**src/rtl/sdlr_pkg.sv**
```systemverilog
`default_nettype none
package sdlr_pkg;

    typedef enum logic [1:0] {
        KIND_CLEAR  = 2'd0,
        KIND_APPEND = 2'd1,
        KIND_RENDER = 2'd2,
        KIND_NONE   = 2'd3
    } kind_t;

    localparam logic [1:0] OBJ_RECT   = 2'd1;
    localparam logic [1:0] OBJ_STROKE = 2'd2;
    localparam int LINE_THICK = 4;
    localparam logic [7:0] BLACK_CHROMA = 8'h80;

    typedef struct packed {
        logic [1:0]         kind;
        logic [1:0]         obj_type;
        logic signed [15:0] obj_x;
        logic signed [15:0] obj_y;
        logic [14:0]        box_width;
        logic [14:0]        box_height;
        logic [23:0]        rgb;
        logic               flip;
        logic [9:0]         row;
        logic [9:0]         column;
    } in_word_t;

    typedef struct packed {
        logic [7:0] chroma_byte;
        logic [7:0] luma_byte;
        logic       row_touched;
        logic       status;
    } out_word_t;

    typedef enum logic [2:0] {
        ST_IDLE,
        ST_READ,
        ST_EVAL,
        ST_DIV,
        ST_PAINT,
        ST_OUT
    } state_t;

    // divider request/reply between top and divider
    typedef struct packed {
        logic               start;
        logic signed [31:0] num;
        logic [14:0]        den;
    } div_req_t;

    typedef struct packed {
        logic               done;
        logic signed [31:0] quo;
    } div_rsp_t;

    function automatic logic [7:0] clamp255(input logic signed [26:0] v);
        logic [7:0] r;
        if (v < 0)
            r = 8'd0;
        else if (v > 27'sd255)
            r = 8'd255;
        else
            r = v[7:0];
        return r;
    endfunction

endpackage
`default_nettype wire

```
**src/rtl/sdlr_div.sv**
```systemverilog
`default_nettype none
// signed restoring divider, truncates toward zero, one quotient bit per cycle
module sdlr_div (
    input  wire logic              clk,
    input  wire logic              rst_n,
    input  wire sdlr_pkg::div_req_t req,
    output sdlr_pkg::div_rsp_t     rsp
);
    logic [31:0] mag_reg, mag_next;
    logic [14:0] den_reg;
    logic [15:0] rem_reg, rem_next;
    logic        neg_reg;
    logic [5:0]  cnt_reg;
    logic        busy_reg;
    logic        done_reg;
    logic [16:0] trial;
    logic [31:0] abs_num;

    always_comb
    begin
        abs_num = req.num[31] ? 32'(-req.num) : req.num;
        trial = {rem_reg, mag_reg[31]} - {2'b00, den_reg};
        if (!trial[16])
        begin
            rem_next = trial[15:0];
            mag_next = {mag_reg[30:0], 1'b1};
        end
        else
        begin
            rem_next = {rem_reg[14:0], mag_reg[31]};
            mag_next = {mag_reg[30:0], 1'b0};
        end
    end

    always_ff @(posedge clk or negedge rst_n)
    begin
        if (!rst_n)
        begin
            busy_reg <= 1'b0;
            done_reg <= 1'b0;
            cnt_reg  <= 6'd0;
        end
        else
        begin
            done_reg <= 1'b0;
            if (req.start)
            begin
                busy_reg <= 1'b1;
                cnt_reg  <= 6'd0;
            end
            else if (busy_reg)
            begin
                cnt_reg <= cnt_reg + 6'd1;
                if (cnt_reg == 6'd31)
                begin
                    busy_reg <= 1'b0;
                    done_reg <= 1'b1;
                end
            end
        end
    end

    always_ff @(posedge clk)
    begin
        if (req.start)
        begin
            mag_reg <= abs_num;
            den_reg <= req.den;
            rem_reg <= 16'd0;
            neg_reg <= req.num[31];
        end
        else if (busy_reg)
        begin
            mag_reg <= mag_next;
            rem_reg <= rem_next;
        end
    end

    assign rsp.done = done_reg;
    assign rsp.quo  = neg_reg ? 32'(-mag_reg) : mag_reg;

    a_done_pulse: assert property (@(posedge clk) disable iff (!rst_n)
        done_reg |=> !done_reg) else $error("divider done held");
    a_start_idle: assert property (@(posedge clk) disable iff (!rst_n)
        req.start |=> busy_reg) else $error("divider did not start");
    a_busy_nodone: assert property (@(posedge clk) disable iff (!rst_n)
        busy_reg |-> !done_reg) else $error("done while busy");
endmodule
`default_nettype wire

```
**config.mk**
```make
export PLATFORM = sky130hd
export DESIGN_NAME = sdlr_div
export DESIGN_NICKNAME = d
export VERILOG_FILES = /design/src/rtl/sdlr_pkg.sv /design/src/rtl/sdlr_div.sv
export SDC_FILE = /design/constraint.sdc
export NUM_CORES = 1
export LEC_CHECK = 0
export ABC_AREA = 1
export BUFFER_PORTS_ARGS = -buffer_cell sky130_fd_sc_hd__buf_2
export CORE_MARGIN = 3
export CORE_UTILIZATION = 35
export CTS_BUF_LIST = sky130_fd_sc_hd__clkbuf_4
export CTS_CLUSTER_SIZE = 30
export DETAILED_ROUTE_END_ITERATION = 6
export MAX_ROUTING_LAYER = met4
export PLACE_DENSITY = 0.53
export SLEW_MARGIN = 0
export SYNTH_ARGS = -nofsm -noshare
export SYNTH_HDL_FRONTEND = slang
export SYNTH_SLANG_ARGS = --single-unit
```
**constraint.sdc**
```tcl
create_clock -name clk -period 2.4 [get_ports clk]
set_clock_uncertainty 0.05 [all_clocks]
set_input_delay 0.12 -clock clk [delete_from_list [all_inputs] [get_ports clk]]
set_output_delay 0.12 -clock clk [all_outputs]
set_load 0.05 [all_outputs]
```
==> results_dict.tcl, run 1 <==
set metrics [dict create \
    viasPerCell 4.696 \
    ys_seq_area_share_pct 34.06 \
    fin_area_um2 7246 \
    rsz0062_at_grt "yes" \
    wl_per_cell_um 13.67 \
    avgSynthCellArea_um2 6.605 \
    synth_async_sr_flop_share_pct 11.11 \
    die_h_um 134.3 \
    postPlaceCellArea_um2 6487 \
    worst-endpoint-required_ns 2.23 \
    cp.arrival_ns 2.25 \
    setup_ws_ns -0.02252 \
    syn_area_um2 5759 \
    hold_path_startpoint "req[44]" \
    fill_cells 1753 \
    final_antenna_net_count 0 \
    failed_checks "setup timing" \
    seq_area_um2 1962 \
    drv_slew 0 \
    grt_pass1_wl_um 26950 \
    final_util_pct 45.28 \
    final_layout_size_suffix_gt1_share_pct 18.40 \
    path_class "reg2out" \
    place_hpwl_um 12810 \
    total_power_uw 5659 \
    final_nets 1064 \
    synth_top_area_share_pct 25.03 \
    synth_largest_area_cell "edfxtp_1" \
    grt_usage_pct 19.04 \
    largest_register_ffs 32 \
    finalSetupViolCount 3 \
    rows 46 \
    slew_headroom_pct 49.87 \
    path_clk_slew_ns 0.13 \
    critPathLaunchType "flop" \
    period_needed_ns 2.423 \
    yosysWarnings 0 \
    antenna_found_initial 1 \
    chipWidth_um 134.3 \
    finalHoldViolCount 0 \
    synth_most_common_cell "nand2_1" \
    irDropWorstVdd_mv 0.2348 \
    finalHoldWorstSlack_ns 0.04592 \
    place_congestion 0.8875 \
    grt_max_degree 36 \
    syn_nets 941 \
    worstHoldPathType "in2reg" \
    clk-insertion-delay-late_ns 0.43 \
    drt_iter0_drc 338 \
    syn_inst 872 \
    reg2reg_from "mag_reg[31]$_DFFE_PP_" \
    crit_fanout 4 \
    cts_made_buffers 9 \
    start_util_pct 35.99 \
    root_buffer "clkbuf_4" \
    numClockSinks 72 \
    synthFlopType "edfxtp_1" \
    ys_types 36 \
    cellPowerDensity_nw_per_um2 781.0 \
    drt-total-wl_um 16630 \
    route.detailed.drc 0 \
    clock.fmax_mhz 412.8 \
    ys_ff_latch 72 \
    ys_top_cells_by_count "274 x nand2_1, 139 x inv_1, 87 x nor2_1" \
    startpoint "mag_reg[1]$_DFFE_PP_" \
    die-area_um2 18030 \
    multi_input_comb_area_um2 3418 \
    worst_pin_slew_ns 0.7511 \
    p_leak_uw 0.003600 \
    maxCapViolCount 0 \
    vias 5715 \
    dr.pass1.iters 5 \
    synth_edf_count 48 \
    core-area_um2 16000 \
    final.period_utilization_pct 100.9 \
    area_growth_syn_to_layout_pct 25.81 \
    io_buffers 82 \
    grt_pass1_vias 5591 \
    htreeDepth 3 \
    io_pins 83 \
    grt_overflow_total 0 \
    status "complete, but fails checks" \
    synthTopCellsByArea "edfxtp_1 25%, nand2_1 18%, inv_1 9.1%, nand3_1 7.2%, nor2_1 5.7%" \
    place_ws_ns 0.04771 \
    clockBufferDepth 2 \
    cp-end-kind "output port" \
    cts_tree "done" \
]
## metal layers
layer	vias up	wire length, um	global-route usage, %
met1	2559	7788	24.77
li1	3024	-	-
met4	0	332	6.844
met2	109	7987	31.20
met5	-	0	-
met3	23	525	1.613
## worst paths after layout
check                                                 to  slack, ns  cells past startpoint
min in group asynchronous         cnt_reg[0]$_DFFE_PN0P_       0.61                      3
worst max-delay path                             rsp[21]      -0.02                      8
max in group asynchronous             busy_reg$_DFF_PN0_       1.42                      3
worst min-delay path               mag_reg[29]$_DFFE_PP_       0.05                      4
worst max register to register  rem_reg[12]$_SDFFE_PP0P_       0.10                     15
worst min register to register    cnt_reg[5]$_DFFE_PN0P_       0.43                      1
## cells by family after synthesis
group | count (synthesis) | synth area share, %
AND/OR/NAND/NOR | 494 | 36.19
buffers and inverters | 161 | 10.97
AO/OA/AOI/OAI | 79 | 7.365
flip-flops | 72 | 34.06
XOR/XNOR | 47 | 7.148
adder cells (fa/ha/maj) | 19 | 4.258
## layout make-up
cell class	instances	area share [%]
repair buffers	132	12.92
clock buffers	10	1.036
multi-input cells	641	47.18
flip-flops and latches	72	27.08
clock inverters	6	0.8289
well taps	216	3.730
inverters	139	7.201
diodes	1	0.03454
## worst max-delay path, cell delays in order (launching register included)
cell and delay [ns]:
edfxtp_1 0.46, nor3_2 0.23, nand4_1 0.22, nor2_2 0.20
nand3b_1 0.15, nand2_2 0.14, nand2_2 0.06, xor2_1 0.15
buf_4 0.22
## per-stage QoR
stage,std cells,setup TNS (ns)
6_report,1217,-0.04624
5_1_grt,1217,-1.821
4_1_cts,1209,-0.09144
3_5_place_dp,1169,0
3_3_place_gp,1169,0
2_1_floorplan,872,0
## report_power, final
group | internal, uW | total, uW | switching, uW
clock network | 324 | 782 | 459
registers | 1550 | 1740 | 186
logic | 1080 | 3140 | 2060
## layout by cell type (no fill, tap or decap), types with 2 or more instances in the layout
master / instances
xor2_2: 3
nand4_1: 18
nor2_2: 6
clkinv_2: 3
o21ai_1: 4
nand2_1: 265
nand3b_1: 4
a31oi_1: 3
and2_1: 4
o21ai_2: 3
o211ai_1: 3
nor3_2: 3
dlygate4sd3_1: 19
xor2_1: 29
buf_6: 12
nand3_4: 2
ha_1: 17
o21ai_0: 48
nor2_1: 76
dfxtp_1: 16
nor3_1: 7
dfrtp_1: 8
inv_1: 135
nor2_4: 6
nand2_2: 13
inv_2: 4
nand3_1: 78
edfxtp_1: 48
nor4_1: 2
buf_4: 40
nand3_2: 3
clkbuf_4: 12
nand2_4: 6
clkinvlp_4: 2
buf_2: 59
xnor2_1: 14
a21oi_1: 13
## repair_timing
action,4_1_cts,5_1_grt
setup buffers,5,5
gates resized for setup,55,53
pin swaps,13,18
cloned,0,2
setup endpoints to repair,20,37
hold buffers,19,0
endpoints found under the hold margin,25,0
No activity file was read; power rests on OpenSTA's default activity.
==> run 2: changes to the inputs <==
- BUFFER_PORTS_ARGS: -buffer_cell sky130_fd_sc_hd__buf_2 -> -buffer_cell sky130_fd_sc_hd__buf_4
==> run 2 against run 1 <==
  * The run still ends with setup timing left
  * Count of clock-buffer cells in the layout is 1 lower
  * Register-to-register slack better by 0.04 ns
  * Non-clock buffer count is 5 higher
  * Critical path depth stayed put
  * Combinational power is 5% higher
  * Sequential share of layout area is 0.96 points lower
  * Sequential cell count stayed put
  * Hold slack worse by 0.010 ns
  * Via count is 1.6% higher
  * Setup slack worse by 0.010 ns
  * Utilization is 1.7 points higher
  * Final area is 3.7% higher
  * Critical path type unchanged
==> results_dict.tcl, run 2 (same netlist as run 1, synthesis figures left out) <==
set metrics [dict create \
    status "complete, but fails checks" \
    failed_checks "setup timing" \
    htreeDepth 3 \
    hold_path_startpoint "req[28]" \
    numClockSinks 72 \
    finalHoldViolCount 0 \
    cp-end-kind "output port" \
    finalSetupViolCount 3 \
    critPathTopFamily "simple AND/OR/NAND/NOR gates" \
    antenna_found_initial 1 \
    drt-total-wl_um 17110 \
    p_leak_uw 0.003696 \
    critPathLaunchType "flop" \
    viasPerCell 4.750 \
    io_pins 83 \
    rows 46 \
    grt_usage_pct 19.14 \
    largest_register_ffs 32 \
    setup_ws_ns -0.03283 \
    cts_tree "done" \
    path_buf_inv 1 \
    mostFrequentLayoutCell "nand2_1" \
    route.detailed.drc 0 \
    final.period_utilization_pct 101.4 \
    path_clk_slew_ns 0.13 \
    startpoint "mag_reg[4]$_DFFE_PP_" \
    grt_pass1_wl_um 26910 \
    die_h_um 134.3 \
    io_buffers 82 \
    clock.fmax_mhz 411.0 \
    grt_pass1_vias 5452 \
    rsz0062_at_grt "yes" \
    postPlaceCellArea_um2 6640 \
    mostFrequentLayoutCells "262 x nand2_1, 135 x inv_1, 102 x buf_4, 77 x nand3_1, 75 x nor2_1" \
    start_util_pct 35.99 \
    place_congestion 0.8916 \
    drv_slew 0 \
    critPathSlowestCell "edfxtp_1" \
    crit_path_max_incr_delay_ns 0.48 \
    chipWidth_um 134.3 \
    vias 5809 \
    worst-endpoint-required_ns 2.23 \
    maxCapViolCount 0 \
    cp.arrival_ns 2.26 \
    die-area_um2 18030 \
    grt_overflow_total 0 \
    drt_iter0_drc 364 \
    place_hpwl_um 12870 \
    final_antenna_net_count 0 \
    path_class "reg2out" \
    grt_max_degree 34 \
    wl_per_cell_um 13.99 \
    dr.pass1.iters 5 \
    fin_area_um2 7512 \
    crit_fanout 4 \
    clockBufferDepth 2 \
    cts_made_buffers 9 \
    irDropWorstVdd_mv 0.2502 \
    root_buffer "clkbuf_4" \
    slew_headroom_pct 48.01 \
    reg2reg_from "mag_reg[31]$_DFFE_PP_" \
    total_power_uw 5957 \
    worstHoldPathType "in2reg" \
    worst_pin_slew_ns 0.7791 \
    clk-insertion-delay-late_ns 0.44 \
    area_growth_syn_to_layout_pct 30.44 \
    cellPowerDensity_nw_per_um2 792.9 \
    core-area_um2 16000 \
    final_nets 1070 \
    final_layout_size_suffix_gt1_share_pct 19.48 \
    crit_chain "nor2_2 > nand4_1 > nor2_2 > nand2_1 > nand2_2 > o21ai_2 > xor2_1 > buf_4" \
    path_common_cell "nor2_2" \
    period_needed_ns 2.433 \
]
run 2: metal layers:
metal | vias up | wire, um | GRT usage (%)
met5 | - | 0 | -
met4 | 0 | 292 | 5.939
met3 | 20 | 484 | 1.613
met2 | 114 | 8361 | 31.96
met1 | 2642 | 7967 | 24.80
li1 | 3033 | - | -
run 2: cell type report:
cell class              count  area, um2
diodes                      1      2.502
clock buffers               9      67.56
clock inverters             7      96.34
fillers                  1676       8488
inverters                 139      521.8
multi-input cells         642       3460
flip-flops and latches     72       1962
well taps                 216      270.3
repair buffers            137       1132
run 2: worst paths after layout:
kind,end,slack [ns],cells past startpoint
max,rsp[15],-0.03,8
min in group asynchronous,cnt_reg[1]$_DFFE_PN0P_,0.60,3
min reg2reg,rem_reg[3]$_SDFFE_PP0P_,0.43,2
max in group asynchronous,cnt_reg[5]$_DFFE_PN0P_,1.43,3
min,mag_reg[13]$_DFFE_PP_,0.04,3
max reg2reg,rem_reg[14]$_SDFFE_PP0P_,0.14,15
run 2: through the flow:
stage / setup slack (ns) / setup TNS, ns / hold WS [ns] / utilization, % / cells
floorplan: 0.06849 / 0 / -0.2256 / - / 872
global placement: 0.1239 / 0 / -0.1053 / 41.50 / 1162
detailed placement: 0.06035 / 0 / -0.1067 / 41.50 / 1162
CTS: -0.1148 / -0.5697 / 0.008039 / 45.27 / 1210
global route: -0.2078 / -1.738 / 0.03072 / 46.95 / 1223
finish: -0.03283 / -0.07755 / 0.03582 / 46.95 / 1223
run 2: report_power, final:
group / switching, uW / leakage (uW) / internal [uW]
clock: 488 / 0.0000781 / 421
combinational: 2110 / 0.00287 / 1180
sequential: 207 / 0.000744 / 1550
run 2: tightest hold or removal path, cell delays in order:
cell     delay, ns
buf_4         0.10
xor2_1        0.07
o21ai_0       0.13
run 2: repair_timing:
| item | in CTS | in global routing |
|---|---|---|
| pin swaps | 12 | 19 |
| resized for setup | 43 | 47 |
| endpoints found under the hold margin | 38 | 0 |
| hold buffers | 22 | 0 |
| buffers inserted | 10 | 9 |
| gates cloned | 0 | 3 |
| setup endpoints to repair | 21 | 41 |
